$ cat config.mk
export PLATFORM = sky130hd
export DESIGN_NAME = star_delta_pulse_motor_starter
export DESIGN_NICKNAME = d
export VERILOG_FILES = /design/src/hdl/sdps_pkg.sv /design/src/hdl/star_delta_pulse_motor_starter.sv
export SDC_FILE = /design/constraint.sdc
export NUM_CORES = 1
export LEC_CHECK = 0
export BUFFER_PORTS_ARGS = -buffer_cell sky130_fd_sc_hd__buf_2
export CAP_MARGIN = 20
export CORE_ASPECT_RATIO = 1.5
export CORE_UTILIZATION = 55
export CTS_CLUSTER_SIZE = 16
export DETAILED_ROUTE_END_ITERATION = 10
export HOLD_SLACK_MARGIN = 0.05
export PLACE_DENSITY = 0.7
export SYNTH_ARGS = -nofsm -noshare
export SYNTH_HDL_FRONTEND = slang
export SYNTH_SLANG_ARGS = --single-unit
$ cat constraint.sdc
create_clock -name clk -period 8.7 [get_ports clk]
set_input_delay 1.74 -clock clk [delete_from_list [all_inputs] [get_ports clk]]
set_output_delay 1.74 -clock clk [all_outputs]
set_load 0.1 [all_outputs]
$ cat src/hdl/sdps_pkg.sv
// Shared types and constants for the star-delta pulse motor starter.
package sdps_pkg;

	localparam int unsigned CFG_INDEX_W = 3;
	localparam int unsigned CFG_DATA_W  = 16;

	// Configuration register indexes.
	localparam logic [CFG_INDEX_W-1:0] REG_START_MODE      = 3'd0;
	localparam logic [CFG_INDEX_W-1:0] REG_STAR_TICKS      = 3'd1;
	localparam logic [CFG_INDEX_W-1:0] REG_PULSE_ON_TICKS  = 3'd2;
	localparam logic [CFG_INDEX_W-1:0] REG_PULSE_OFF_TICKS = 3'd3;
	localparam logic [CFG_INDEX_W-1:0] REG_PULSE_TOTAL     = 3'd4;

	// Register values after reset.
	localparam logic        RST_START_MODE      = 1'b0;
	localparam logic [7:0]  RST_STAR_TICKS      = 8'd25;
	localparam logic [15:0] RST_PULSE_ON_TICKS  = 16'd3;
	localparam logic [15:0] RST_PULSE_OFF_TICKS = 16'd3;
	localparam logic [7:0]  RST_PULSE_TOTAL     = 8'd5;

	// Start modes.
	localparam logic MODE_DIRECT = 1'b0;
	localparam logic MODE_PULSE  = 1'b1;

	// Run phases.
	localparam logic [1:0] PH_STOPPED = 2'd0;
	localparam logic [1:0] PH_START   = 2'd1;
	localparam logic [1:0] PH_DELTA   = 2'd2;

	// Drive level bits.
	localparam logic [2:0] LV_MAIN  = 3'b001;
	localparam logic [2:0] LV_STAR  = 3'b010;
	localparam logic [2:0] LV_DELTA = 3'b100;

	typedef struct packed {
		logic stop_released;
		logic start_pressed;
	} in_item_t;

	typedef struct packed {
		logic       main_on;
		logic       star_on;
		logic       delta_on;
		logic [1:0] run_phase;
		logic [7:0] pulses_done;
	} out_item_t;

endpackage

$ cat src/hdl/star_delta_pulse_motor_starter.sv
// Star-delta motor starter with pulsed jog start: one control tick per input transfer.
// Each accepted input transfer is one control tick. The tick is evaluated in the
// cycle it is accepted against the stored run state and configuration, and its
// result is registered into the output register, or into the skid register while
// the output is held. The block takes one tick every clock; a two-entry output
// stage (result register plus a skid register) lets it accept a tick while an
// earlier result waits, and the input stalls only once both entries hold results.
// Configuration writes take effect at the clock edge of the write.
module star_delta_pulse_motor_starter (
	input  logic                                 clk,
	input  logic                                 arst_n,
	input  logic                                 cfg_we,
	input  logic [sdps_pkg::CFG_INDEX_W-1:0]     cfg_index,
	input  logic [sdps_pkg::CFG_DATA_W-1:0]      cfg_data,
	input  logic                                 in_valid,
	output logic                                 in_stall,
	input  sdps_pkg::in_item_t                   in_item,
	output logic                                 out_valid,
	input  logic                                 out_stall,
	output sdps_pkg::out_item_t                  out_item
);

	// Configuration registers.
	logic        start_mode_q;
	logic [7:0]  star_ticks_q;
	logic [15:0] pulse_on_ticks_q;
	logic [15:0] pulse_off_ticks_q;
	logic [7:0]  pulse_total_q;

	// Run state.
	logic [1:0]  phase_q;
	logic        latch_q;
	logic [15:0] star_cnt_q;
	logic [15:0] on_cnt_q;
	logic [15:0] off_cnt_q;
	logic [7:0]  pulse_cnt_q;
	logic [2:0]  lv_q;

	// Next run state.
	logic [1:0]  phase_d;
	logic        latch_d;
	logic [15:0] star_cnt_d;
	logic [15:0] on_cnt_d;
	logic [15:0] off_cnt_d;
	logic [7:0]  pulse_cnt_d;
	logic [2:0]  lv_d;
	logic        jogging;

	// Output stage.
	logic                out_valid_q;
	logic                skid_valid_q;
	sdps_pkg::out_item_t out_item_q;
	sdps_pkg::out_item_t skid_item_q;
	sdps_pkg::out_item_t result;

	logic in_xfer;
	logic out_xfer;
	logic out_free;

	assign in_stall  = skid_valid_q;
	assign in_xfer   = in_valid && !skid_valid_q;
	assign out_valid = out_valid_q;
	assign out_item  = out_item_q;
	assign out_xfer  = out_valid_q && !out_stall;
	assign out_free  = !out_valid_q || !out_stall;

	always_ff @(posedge clk or negedge arst_n) begin
		if (!arst_n) begin
			start_mode_q      <= sdps_pkg::RST_START_MODE;
			star_ticks_q      <= sdps_pkg::RST_STAR_TICKS;
			pulse_on_ticks_q  <= sdps_pkg::RST_PULSE_ON_TICKS;
			pulse_off_ticks_q <= sdps_pkg::RST_PULSE_OFF_TICKS;
			pulse_total_q     <= sdps_pkg::RST_PULSE_TOTAL;
		end else if (cfg_we) begin
			unique case (cfg_index)
				sdps_pkg::REG_START_MODE:      start_mode_q      <= cfg_data[0];
				sdps_pkg::REG_STAR_TICKS:      star_ticks_q      <= cfg_data[7:0];
				sdps_pkg::REG_PULSE_ON_TICKS:  pulse_on_ticks_q  <= cfg_data;
				sdps_pkg::REG_PULSE_OFF_TICKS: pulse_off_ticks_q <= cfg_data;
				sdps_pkg::REG_PULSE_TOTAL:     pulse_total_q     <= cfg_data[7:0];
				default: ;
			endcase
		end
	end

	// One tick of the starter. The steps follow each other in the order the
	// controller evaluates them, so later steps see the earlier updates.
	always_comb begin
		phase_d     = phase_q;
		latch_d     = latch_q;
		star_cnt_d  = star_cnt_q;
		on_cnt_d    = on_cnt_q;
		off_cnt_d   = off_cnt_q;
		pulse_cnt_d = pulse_cnt_q;
		lv_d        = lv_q;
		jogging     = 1'b0;

		if (!in_item.stop_released) begin
			phase_d = sdps_pkg::PH_STOPPED;
		end
		if (in_item.start_pressed && in_item.stop_released && !latch_q) begin
			phase_d = sdps_pkg::PH_START;
			latch_d = 1'b1;
		end

		if (start_mode_q == sdps_pkg::MODE_DIRECT) begin
			if (phase_d == sdps_pkg::PH_START) begin
				lv_d       = sdps_pkg::LV_MAIN | sdps_pkg::LV_STAR;
				star_cnt_d = star_cnt_q + 16'd1;
				if (star_cnt_d == {8'd0, star_ticks_q}) begin
					phase_d    = sdps_pkg::PH_DELTA;
					star_cnt_d = '0;
				end
			end
			if (phase_d == sdps_pkg::PH_DELTA) begin
				lv_d = sdps_pkg::LV_MAIN | sdps_pkg::LV_DELTA;
			end
			if (phase_d == sdps_pkg::PH_STOPPED) begin
				lv_d       = '0;
				star_cnt_d = '0;
				latch_d    = 1'b0;
			end
		end else begin
			jogging = (phase_d == sdps_pkg::PH_START) && (pulse_cnt_q != pulse_total_q);
			if (pulse_cnt_q == pulse_total_q) begin
				lv_d = lv_d | sdps_pkg::LV_MAIN;
			end
			if (jogging && off_cnt_q == 16'd0) begin
				lv_d     = lv_d | sdps_pkg::LV_MAIN;
				on_cnt_d = on_cnt_q + 16'd1;
			end
			if (jogging && on_cnt_d == pulse_on_ticks_q) begin
				lv_d      = lv_d & ~sdps_pkg::LV_MAIN;
				off_cnt_d = off_cnt_q + 16'd1;
			end
			if (jogging && off_cnt_d == pulse_off_ticks_q) begin
				on_cnt_d    = '0;
				off_cnt_d   = '0;
				pulse_cnt_d = pulse_cnt_q + 8'd1;
			end
			if (phase_d == sdps_pkg::PH_STOPPED) begin
				lv_d        = '0;
				latch_d     = 1'b0;
				on_cnt_d    = '0;
				off_cnt_d   = '0;
				pulse_cnt_d = '0;
			end
		end

		result.main_on     = |(lv_d & sdps_pkg::LV_MAIN);
		result.star_on     = |(lv_d & sdps_pkg::LV_STAR);
		result.delta_on    = |(lv_d & sdps_pkg::LV_DELTA);
		result.run_phase   = phase_d;
		result.pulses_done = pulse_cnt_d;
	end

	always_ff @(posedge clk or negedge arst_n) begin
		if (!arst_n) begin
			phase_q     <= sdps_pkg::PH_STOPPED;
			latch_q     <= 1'b0;
			star_cnt_q  <= '0;
			on_cnt_q    <= '0;
			off_cnt_q   <= '0;
			pulse_cnt_q <= '0;
			lv_q        <= '0;
		end else if (in_xfer) begin
			phase_q     <= phase_d;
			latch_q     <= latch_d;
			star_cnt_q  <= star_cnt_d;
			on_cnt_q    <= on_cnt_d;
			off_cnt_q   <= off_cnt_d;
			pulse_cnt_q <= pulse_cnt_d;
			lv_q        <= lv_d;
		end
	end

	// The skid register only fills when a result arrives while the output
	// register is held; it drains into the output register first.
	always_ff @(posedge clk or negedge arst_n) begin
		if (!arst_n) begin
			out_valid_q  <= 1'b0;
			skid_valid_q <= 1'b0;
		end else if (skid_valid_q) begin
			if (out_xfer) begin
				skid_valid_q <= 1'b0;
			end
		end else if (in_xfer) begin
			if (out_free) begin
				out_valid_q <= 1'b1;
			end else begin
				skid_valid_q <= 1'b1;
			end
		end else if (out_xfer) begin
			out_valid_q <= 1'b0;
		end
	end

	always_ff @(posedge clk) begin
		if (skid_valid_q) begin
			if (out_xfer) begin
				out_item_q <= skid_item_q;
			end
		end else if (in_xfer) begin
			if (out_free) begin
				out_item_q <= result;
			end else begin
				skid_item_q <= result;
			end
		end
	end

endmodule

**Word-level counts from Yosys, hierarchy flattened**

Index checks and enable logic that the tools add are counted.

- $add $sub $neg: 4
- Equal/unequal tests: 13
- Muxes and demuxes: 43
- Bitwise logic cells: 3
- Reductions and logical operators: 31

Operators by type and width:

| operator | count |
|---|---|
| 16-bit 2-to-1 mux | 11 |
| 13-bit 2-to-1 mux | 4 |
| 16-bit by 1-bit adder with 16-bit output, second input constant | 3 |
| 16-bit equality test | 2 |
| 8-bit 2-to-1 mux | 3 |
| 16-bit by 8-bit equality test with 1-bit output | 1 |
| 16-bit logical NOT | 1 |
| 3-bit 2-to-1 mux | 5 |
| 1-bit 2-to-1 mux | 14 |
| 2-bit 2-to-1 mux | 6 |
| 2-bit AND reduction | 6 |
| 3-bit AND reduction | 4 |
| 8-bit by 1-bit adder with 8-bit output, second input constant | 1 |
| 8-bit equality test | 1 |
| 1-bit logical AND | 8 |
| 8-bit != test | 1 |
| 2-bit nonzero test | 4 |
| 3-bit by 2-bit equality test with 1-bit output, second input constant | 2 |
| 1-bit logical NOT | 4 |
| 2-bit logical NOT | 2 |
| 2-bit by 1-bit != test with 1-bit output, second input constant | 2 |
| 3-bit by 1-bit equality test with 1-bit output, second input constant | 1 |
| 3-bit equality test, second input constant | 1 |
| 3-bit logical NOT | 1 |
| 4 further kinds | 6 |

- Flip-flop bits (word level): 139
- Bits of input ports: 26
- Output and inout bits: 15
- Logic and storage cells: 118

**Longest topological paths before layout**

Gate-level depths: netlist of the first run.

- Word-level depth: 20
- Depth in mapped cells: 18
- Gate-level depth less buffers: 14

**Worst setup path after synthesis of the first run**

OpenSTA, ideal clock, no wires.

- Path kind: input -> register
- From: input port in_item[0] (netlist name)
- To: register pulse_cnt_q[5]
- Setup time: 0.069 ns
- Data arrival time: 4.817 ns
- Setup slack: 3.814 ns
- Stages on the path: 14
- Cells stage by stage: nor2b_1 -> o21ai_1 -> a21oi_4 -> nand2_1 -> a2bb2oi_1 -> or4_1 -> buf_2 -> nor3_2 -> a31oi_1 -> nor4_2 -> buf_4 -> nand4_2 -> or4_1 -> nand3_1

- Cells in the longest elaborated chain, start to end: 17

RTL lines:

| element | RTL line | text |
|---|---|---|
| from (decl) | star_delta_pulse_motor_starter.sv:17 | `input sdps_pkg::in_item_t in_item,` |
| 1-bit logical AND * (2 in a row) | star_delta_pulse_motor_starter.sv:101 | `if (in_item.start_pressed && in_item.stop_released && !latch_q) begin` |
| 2-bit 2-to-1 mux * | star_delta_pulse_motor_starter.sv:101 |  |
| 2-bit by 1-bit equality test with 1-bit output | star_delta_pulse_motor_starter.sv:124 | `jogging = (phase_d == sdps_pkg::PH_START) && (pulse_cnt_q != pulse_total_q);` |
| 1-bit logical AND | star_delta_pulse_motor_starter.sv:124 |  |
| 1-bit logical AND | star_delta_pulse_motor_starter.sv:128 | `if (jogging && off_cnt_q == 16'd0) begin` |
| 16-bit 2-to-1 mux | star_delta_pulse_motor_starter.sv:128 |  |
| 16-bit 2-to-1 mux | star_delta_pulse_motor_starter.sv:106 | `if (start_mode_q == sdps_pkg::MODE_DIRECT) begin` |
| 16-bit equality test | star_delta_pulse_motor_starter.sv:132 | `if (jogging && on_cnt_d == pulse_on_ticks_q) begin` |
| 1-bit logical AND | star_delta_pulse_motor_starter.sv:132 |  |
| 16-bit 2-to-1 mux | star_delta_pulse_motor_starter.sv:132 |  |
| 16-bit 2-to-1 mux | star_delta_pulse_motor_starter.sv:106 |  |
| 16-bit equality test | star_delta_pulse_motor_starter.sv:136 | `if (jogging && off_cnt_d == pulse_off_ticks_q) begin` |
| 1-bit logical AND | star_delta_pulse_motor_starter.sv:136 |  |
| 8-bit 2-to-1 mux | star_delta_pulse_motor_starter.sv:136 |  |
| 8-bit 2-to-1 mux * | star_delta_pulse_motor_starter.sv:141 | `if (phase_d == sdps_pkg::PH_STOPPED) begin` |
| 8-bit 2-to-1 mux * | star_delta_pulse_motor_starter.sv:106 |  |
| to (signal assigned) | star_delta_pulse_motor_starter.sv:172 | `pulse_cnt_q <= pulse_cnt_d;` |
| to (decl) | star_delta_pulse_motor_starter.sv:36 | `logic [7:0] pulse_cnt_q;` |

Every way passes the cells marked *; elsewhere a longest branch is shown, timed or not. The select of a mux whose other input is x is not followed.
A chain may end at the register's enable or synchronous reset.

**Worst setup path in the final report of the first run**

- From: input port in_item[0] (netlist name)
- To: register off_cnt_q[7]

- Cells in the longest elaborated chain, start to end: 16

RTL lines:

| element | RTL line | text |
|---|---|---|
| 1-bit logical AND * (2 in a row) | star_delta_pulse_motor_starter.sv:101 |  |
| 2-bit 2-to-1 mux * | star_delta_pulse_motor_starter.sv:101 |  |
| 2-bit by 1-bit equality test with 1-bit output | star_delta_pulse_motor_starter.sv:124 |  |
| 1-bit logical AND | star_delta_pulse_motor_starter.sv:124 |  |
| 1-bit logical AND | star_delta_pulse_motor_starter.sv:128 |  |
| 16-bit 2-to-1 mux | star_delta_pulse_motor_starter.sv:128 |  |
| 16-bit 2-to-1 mux | star_delta_pulse_motor_starter.sv:106 |  |
| 16-bit equality test | star_delta_pulse_motor_starter.sv:132 |  |
| 1-bit logical AND | star_delta_pulse_motor_starter.sv:132 |  |
| 16-bit 2-to-1 mux | star_delta_pulse_motor_starter.sv:132 |  |
| 16-bit 2-to-1 mux | star_delta_pulse_motor_starter.sv:106 |  |
| 16-bit equality test | star_delta_pulse_motor_starter.sv:136 |  |
| 1-bit logical AND | star_delta_pulse_motor_starter.sv:136 |  |
| 16-bit 2-to-1 mux | star_delta_pulse_motor_starter.sv:136 |  |
| 16-bit 2-to-1 mux * | star_delta_pulse_motor_starter.sv:141 |  |
| to (signal assigned) | star_delta_pulse_motor_starter.sv:171 | `off_cnt_q <= off_cnt_d;` |
| to (decl) | star_delta_pulse_motor_starter.sv:35 | `logic [15:0] off_cnt_q;` |

Marked as above.

==> summary.md, run 1 <==
| Metric | Value |
|---|---|
| VDD IR max | `0.234 mV` |
| RSZ-0062 raised after global routing | `false` |
| Number of synthesized register bits | `between 100 and 150` |
| Maxcap violations | `0` |
| Total GRT Usage | `30.3%` |
| Hold Crit Start | `lv_q[2]$_DFFE_PN0P_` |
| IO Pins | `roughly 40` |
| Row count | `54` |
| CTS Hold Bufs | `0` |
| First-pass GRT wire length | `36.0 mm` |
| Overflow after GRT | `0` |
| Top cell by count, worst path | `nand2_1` |
| TritonRoute pass-1 iters | `5` |
| Post-synthesis mux area share | `around 8.1%` |
| Top-count cell post-synth | `dfrtp_1` |
| Filler cell count | `roughly 1,300` |
| Startpoint types | `input pin` |
| Clk pin slew, worst setup/hold paths | `roughly 0.07 ns` |
| CP max stage cell | `nor4_2` |
| LEAKAGE | `3.80 nW` |
| Synth top area share | `31.4%` |
| Number of synthesized flops with an enable pin | `26` |
| Final Skew | `between 0.01 and 0.015 ns` |
| Mean Syn Cell Area | `9.51 sq um` |
| Cell family with most CP delay | `simple AND/OR/NAND/NOR gates` |
| Critical path class | `input pin to register` |
| Worst EP required | `8.97 ns` |
| Pin count of the biggest net entering global routing | `70` |
| Top post-synthesis cells by count | `104 x dfrtp_1, 93 x nand2_1, 56 x o21ai_0` |
| Die Area | `15,600 sq um` |
| FF+latch area | `~3600 sq um` |
| Port-buffer cells | `40` |
| Starting Density | `56.6%` |
| Compound-Gate Fraction of Synth Area | `roughly 16%` |
| Post-DRT Antenna Nets | `0` |
| # DRC | `0` |
| Sequential area share after synthesis | `43.6%` |
| Maximum clock path buffer count | `2` |
| Latest clock arrival within the worst-skew pair | `0.44 ns` |
| Syn nets | `903` |
| Initial antenna violation count | `0` |
| Initial drt markers | `457` |
| DP HPWL | `15.8 mm` |
| Buf/Inv on CP | `1` |
| Main combinational cell family by area after synthesis | `simple AND/OR/NAND/NOR gates` |
| Hold path depth | `2` |
| Root Buffer | `clkbuf_16` |
| Number of post-CTS setup repair buffers | `0` |
| Area of the multi-input gates | `4360 sq um` |
| Slowest stage delay, CP | `0.89 ns` |
| Kind of end point of the critical path | `register` |
| Distinct cells, synth | `69` |
| Width of the die | `102 um` |
| Fmax | `roughly 160 MHz` |
| Via count | `7,017` |
| R2R cell count | `14` |
| Max_slew headroom | `25.7%` |
| Adder-cell share of the synthesized area | `less than 1%` |
| Worst Hold End | `lv_q[2]$_DFFE_PN0P_` |
| Cell Pwr Density | `257 nW/um^2` |
| Vias in the first global route | `6,919` |
| Max H-tree Level | `4` |
| Status | `completed` |
| Routability congestion estimate | `0.936` |
| Layout cells sized above 1 | `17.1%` |
| Die height | `~150 um` |
| Sink Count | `139` |
| Vias per inst | `6.44` |
| Post-Synth XOR/XNOR Area | `7.39%` |
| CP cell instances | `buf_2, nor2b_1, o21ai_1, a21oi_4, nand2_1, a2bb2oi_1, nor4_1, and3_1, o32ai_1, nor4_2, nand2_1, a41oi_1, a31oi_1` |
| Worst Tran Pin Value | `between 1 and 1.5 ns` |
| Slew Viols, Final | `0` |
| Setup_tns | `0 ns` |
| Worst min path class | `register to register` |
| Cells after Synth | `872` |
| Final hold viol count | `0` |
| Minimum clock period | `6.29 ns` |
| Worst Path Max Fanout | `17` |
| Synth Flop Type | `dfrtp_1` |
| Routed wire length | `22.3 mm` |
| Cts bufs inserted | `17` |
| FF-to-FF Start | `off_cnt_q[1]$_DFFE_PN0P_` |
| CP arrival | `6.56 ns` |
| Synth area leaders | `dfrtp_1 31%, edfxtp_1 9.4%, mux2_2 7.1%` |
| Antenna cells | `0` |
| Period Utilization, post-route | `72.3%` |
| Layout area overhead | `10.8%` |
| Tot Pwr | `around 2.4 mW` |
| Fin util | `between 60% and 70%` |
| Synth area leader | `dfrtp_1` |
| Post-Syn Area | `8300 sq um` |
| CTS tree | `built` |
| Reg2Reg Setup Slack | `3.18 ns` |
| Reg-to-reg endpoint | `off_cnt_q[7]$_DFFE_PN0P_` |
| Core ar. | `14,700 sq um` |
| Synthesis Warnings | `0` |
| Nets | `911` |
| Simple-Gate Fraction of Synth Area | `between 20% and 30%` |
| CTS resizes | `0` |
| Async S/R FF share, synth | `81.3%` |
| Avg WL per Cell | `20.5 um` |
| # setup viols final | `0` |
==> registers in the layout (all words and copies together), names as in the netlist <==
name               count
on_cnt_q              16
pulse_off_ticks_q     16
phase_q                2
out_item              13
pulse_on_ticks_q      16
off_cnt_q             16
star_ticks_q           8
start_mode_q           1
lv_q                   3
out_valid              1
pulse_total_q          8
pulse_cnt_q            8
in_stall               1
skid_item_q           13
star_cnt_q            16
latch_q                1
==> cells in the final DEF, fill, tap and decap left out, types with 11 or more instances in the layout <==
cell | netlist | layout
nand3_1 | 52 | 52
clkbuf_16 | 0 | 17
o31ai_1 | 14 | 14
nand4_1 | 19 | 19
inv_1 | 18 | 18
nor4_1 | 11 | 11
nand2_1 | 93 | 93
mux2_2 | 52 | 52
a21oi_1 | 22 | 22
buf_2 | 19 | 40
and3_1 | 31 | 31
a31oi_1 | 27 | 27
edfxtp_1 | 26 | 26
xor2_1 | 25 | 25
xnor2_1 | 45 | 45
nor2_1 | 46 | 45
o21ai_0 | 56 | 56
dfrtp_1 | 104 | 104
nor3_1 | 17 | 17
==> worst min-delay path, stage by stage (launching register included) <==
cell	delay [ns]
dfrtp_1	0.35
nand2_1	0.05
nand2_1	0.06
==> cell type report <==
class                   count  area share (%)
clock buffers              17            4.63
clock inverters            15            2.29
inverters                  19           0.776
multi-input cells         656            47.4
flip-flops and latches    139            39.4
well taps                 196            2.67
repair buffers             47            2.82
==> per-layer routing <==
metal,GRT usage (%),vias to the layer above,wire (um)
li1,-,3237,-
met1,38.5,3433,9010
met2,50.2,285,11200
met3,4.63,62,1210
met4,13.5,0,845
met5,0,-,0
==> worst max path at each step <==
stage / from / to / slack (ns) / cells past startpoint
finish: in_item[0] / off_cnt_q[7]$_DFFE_PN0P_ / 2.41 / 13
detailed placement: in_item[1] / off_cnt_q[7]$_DFFE_PN0P_ / 2.06 / 13
CTS: in_item[0] / off_cnt_q[9]$_DFFE_PN0P_ / 2.51 / 13
global placement: in_item[1] / on_cnt_q[3]$_DFFE_PN0P_ / 2.24 / 13
floorplan: in_item[0] / pulse_cnt_q[5]$_DFFE_PN0P_ / 3.81 / 14
global route: in_item[0] / off_cnt_q[7]$_DFFE_PN0P_ / 2.00 / 13
==> where the power goes <==
| part | total, mW | internal (mW) | switching (mW) | leakage [nW] |
|---|---|---|---|---|
| sequential | 0.884 | 0.789 | 0.0952 | 1.71 |
| clock | 0.791 | 0.485 | 0.306 | 0.306 |
| combinational | 0.689 | 0.190 | 0.498 | 1.79 |
==> stage by stage <==
step	instance area, sq um	std cells	hold WS, ns	worst slack (ns)
floorplan	8300	872	0.446	3.81
global placement	8540	1055	0.459	2.24
detailed placement	8540	1055	0.480	2.06
CTS	9170	1087	0.497	2.51
global route	9190	1089	0.524	2.00
finish	9190	1089	0.497	2.41
==> cell families after synthesis <==
family          Yosys count
compound gates          192
xor+xnor                 70
fa+ha+maj                 5
buf+inv                  77
flops                   139
mux                      61
simple gates            328
Note: power is estimated with default switching activity, not from simulation.
==> run 2, diff against run 1 <==
==> constraint.sdc (replaced) <==
create_clock -name clk -period 6.1 [get_ports clk]
set_input_delay 1.22 -clock clk [delete_from_list [all_inputs] [get_ports clk]]
set_output_delay 1.22 -clock clk [all_outputs]
set_load 0.1 [all_outputs]
==> run 2 against run 1 <==
Against the previous run:
- hold slack got worse by 0.012 ns
- non-clock buffer count increased by 6
- die area unchanged
- clock skew decreased by 0.00074 ns
- clock-buffer cell count unchanged
- utilization about the same
- via count decreased by 0.41%
- largest cell class unchanged
- largest power group unchanged
- highest routed layer unchanged
==> summary.md, run 2 (synthesis gave the netlist of run 1 again) <==
| Metric | Value |
|---|---|
| Worst min path class | `register to register (unchanged)` |
| Sink Count | `139 (unchanged)` |
| Minimum clock period | `roughly 5.4 ns` |
| Commonest non-fill, non-tap cell in the layout | `dfrtp_1 (unchanged)` |
| Fmax | `roughly 180 MHz` |
| Combinational power share | `29.9% (was 29.1%)` |
| TritonRoute pass-1 iters | `5 (unchanged)` |
| Routability congestion estimate | `0.902 (was 0.936)` |
| Period Utilization, post-route | `around nine tenths` |
| Fin util | `62.7% (about the same)` |
| # DRC | `0 (unchanged)` |
| Die height | `152 um (unchanged)` |
| Worst Hold End | `lv_q[2]$_DFFE_PN0P_ (unchanged)` |
| Worst Path Max Fanout | `17 (unchanged)` |
| Max H-tree Level | `4 (unchanged)` |
| Core ar. | `14,700 sq um (unchanged)` |
| Routed wire length | `21.8 mm (was 22.3 mm)` |
| Layout area overhead | `10.8% (about the same)` |
| Vias per inst | `6.38 (was 6.44)` |
| Cts bufs inserted | `17 (unchanged)` |
| Reg2Reg Setup Slack | `0.80 ns (was 3.18 ns)` |
| Via count | `6,988 (was 7,017)` |
| Post-DRT Antenna Nets | `0 (unchanged)` |
| Placed Area | `8570 sq um (was 8540 sq um)` |
| Width of the die | `102 um (unchanged)` |
| CTS tree | `built (unchanged)` |
| Row count | `54 (unchanged)` |
| Worst EP required | `6.37 ns (was 8.97 ns)` |
| Flop pwr share | `38.3% (was 37.4%)` |
| Nets | `917 (was 911)` |
| Status | `completed (unchanged)` |
| Internal power | `1.98 mW (was 1.46 mW)` |
| Initial antenna violation count | `0 (unchanged)` |
| Latest clock arrival within the worst-skew pair | `0.43 ns (was 0.44 ns)` |
| Avg WL per Cell | `19.9 um (was 20.5 um)` |
| Top cell by count, worst path | `nand2_1 (unchanged)` |
| Hold path depth | `2 (unchanged)` |
| CP cell instances | `buf_2, nor2b_1, o21ai_1, a21oi_4, nand2_1, a2bb2oi_1, or4_1, a211oi_1, o32ai_1, nor4_2, nand2_1, a41oi_1, a31oi_1 (was buf_2, nor2b_1, o21ai_1, a21oi_4, nand2_1, a2bb2oi_1, nor4_1, and3_1, o32ai_1, nor4_2, nand2_1, a41oi_1, a31oi_1)` |
| Slowest stage delay, CP | `0.77 ns (was 0.89 ns)` |
| CTS Hold Bufs | `0 (unchanged)` |
| Maximum clock path buffer count | `2 (unchanged)` |
| P_sw | `1.31 mW (was 0.900 mW)` |
| Filler cell count | `1,214 (was 1,256)` |
| DP HPWL | `15.5 mm (was 15.8 mm)` |
| Buf/Inv on CP | `1 (unchanged)` |
| Cell Pwr Density | `358 nW/um^2 (was 257 nW/um^2)` |
| FF-to-FF Start | `on_cnt_q[0]$_DFFE_PN0P_ (was off_cnt_q[1]$_DFFE_PN0P_)` |
| Critical path class | `input pin to register (unchanged)` |
| R2R cell count | `13 (was 14)` |
| Final Skew | `0.0113 ns (was 0.0120 ns)` |
| Max_slew headroom | `34.2% (was 25.7%)` |
| Switching Share | `39.7% (was 38.1%)` |
| Slew Viols, Final | `0 (unchanged)` |
| Startpoint types | `input pin (unchanged)` |
| Non-filler cells in the finished layout | `1,095 (was 1,089)` |
| Layout cells sized above 1 | `17.8% (was 17.1%)` |
| Cell family with most CP delay | `simple AND/OR/NAND/NOR gates (unchanged)` |
| First-pass GRT wire length | `35.3 mm (was 36.0 mm)` |
| Reg-to-reg endpoint | `off_cnt_q[9]$_DFFE_PN0P_ (was off_cnt_q[7]$_DFFE_PN0P_)` |
| Clock share of power | `31.9% (was 33.5%)` |
| Hold Crit Start | `lv_q[2]$_DFFE_PN0P_ (unchanged)` |
| VDD IR max | `0.290 mV (was 0.234 mV)` |
| Final WS setup | `0.691 ns (was 2.41 ns)` |
| Root Buffer | `clkbuf_16 (unchanged)` |
| # setup viols final | `0 (unchanged)` |
| Total GRT Usage | `29.6% (was 30.3%)` |
| IO Pins | `41 (unchanged)` |
| CP arrival | `5.68 ns (was 6.56 ns)` |
| Setup_tns | `0 ns (unchanged)` |
| LEAKAGE | `3.81 nW (was 3.80 nW)` |
| Kind of end point of the critical path | `register (unchanged)` |
| Leading cell types in the layout, fill and taps excluded | `104 x dfrtp_1, 93 x nand2_1, 56 x o21ai_0, 52 x nand3_1, 52 x mux2_2 (unchanged)` |
| Pin count of the biggest net entering global routing | `68 (was 70)` |
| Final hold viol count | `0 (unchanged)` |
| Tot Pwr | `3.29 mW (was 2.36 mW)` |
| Worst Tran Pin Value | `0.983 ns (was 1.11 ns)` |
| Clk pin slew, worst setup/hold paths | `0.07 ns (about the same)` |
| Die Area | `15,600 sq um (unchanged)` |
| CTS resizes | `0 (unchanged)` |
| Antenna cells | `0 (unchanged)` |
| Placed cells | `1,060 (was 1,055)` |
| Port-buffer cells | `40 (unchanged)` |
| Starting Density | `56.6% (unchanged)` |
| Number of post-CTS setup repair buffers | `0 (unchanged)` |
| Vias in the first global route | `6,880 (was 6,919)` |
| Worst hold slack | `0.485 ns (was 0.497 ns)` |
| CP max stage cell | `or4_1 (was nor4_2)` |
| Maxcap violations | `0 (unchanged)` |
| Initial drt markers | `386 (was 457)` |
| RSZ-0062 raised after global routing | `false (unchanged)` |
| Overflow after GRT | `0 (unchanged)` |
| Fin area | `9190 sq um (about the same)` |
| Worst slack, placed | `0.444 ns (was 2.06 ns)` |
-- run 2: power groups by stage --
stage	clock, mW	sequential (mW)	combinational, mW
after floorplan	0	1.54	0.474
after global placement	0	1.27	0.963
after detailed placement	0	1.27	0.978
after CTS	1.06	1.26	0.981
after global routing	1.10	1.28	1.05
final	1.05	1.26	0.982
-- run 2: final cells by class --
type | instances | area (sq um) | share of cell area [%]
Timing Repair Buffer | 53 | 295 | 3.21
Clock inverter | 15 | 173 | 1.88
Inverter | 19 | 71.3 | 0.776
Sequential cell | 139 | 3620 | 39.4
Multi-Input combinational cell | 656 | 4360 | 47.4
Tap cell | 196 | 245 | 2.67
Clock buffer | 17 | 425 | 4.63
-- run 2: worst max-delay path by stage --
stage | cells after the start | to | start | slack, ns
after CTS | 13 | on_cnt_q[5]$_DFFE_PN0P_ | in_item[0] | 0.85
final | 13 | off_cnt_q[9]$_DFFE_PN0P_ | in_item[0] | 0.69
after detailed placement | 13 | on_cnt_q[5]$_DFFE_PN0P_ | in_item[0] | 0.44
after global routing | 13 | on_cnt_q[4]$_DFFE_PN0P_ | in_item[0] | 0.42
after floorplan | 14 | pulse_cnt_q[5]$_DFFE_PN0P_ | in_item[0] | 1.73
after global placement | 13 | on_cnt_q[7]$_DFFE_PN0P_ | in_item[1] | 0.50
-- run 2: tightest hold or removal path, delay by kind of cell (launching register included) --
family / cells / cell delay, ns
AND/OR/NAND/NOR: 2 / 0.10
flip-flops: 1 / 0.35
-- run 2: per-layer routing --
metal / track usage [%] / up-vias / part of all wire (%)
li1: - / 3260 / -
met1: 38.1 / 3428 / 41
met2: 49.2 / 251 / 51
met3: 4.22 / 49 / 5.0
met4: 12.9 / 0 / 2.7
met5: 0 / - / 0
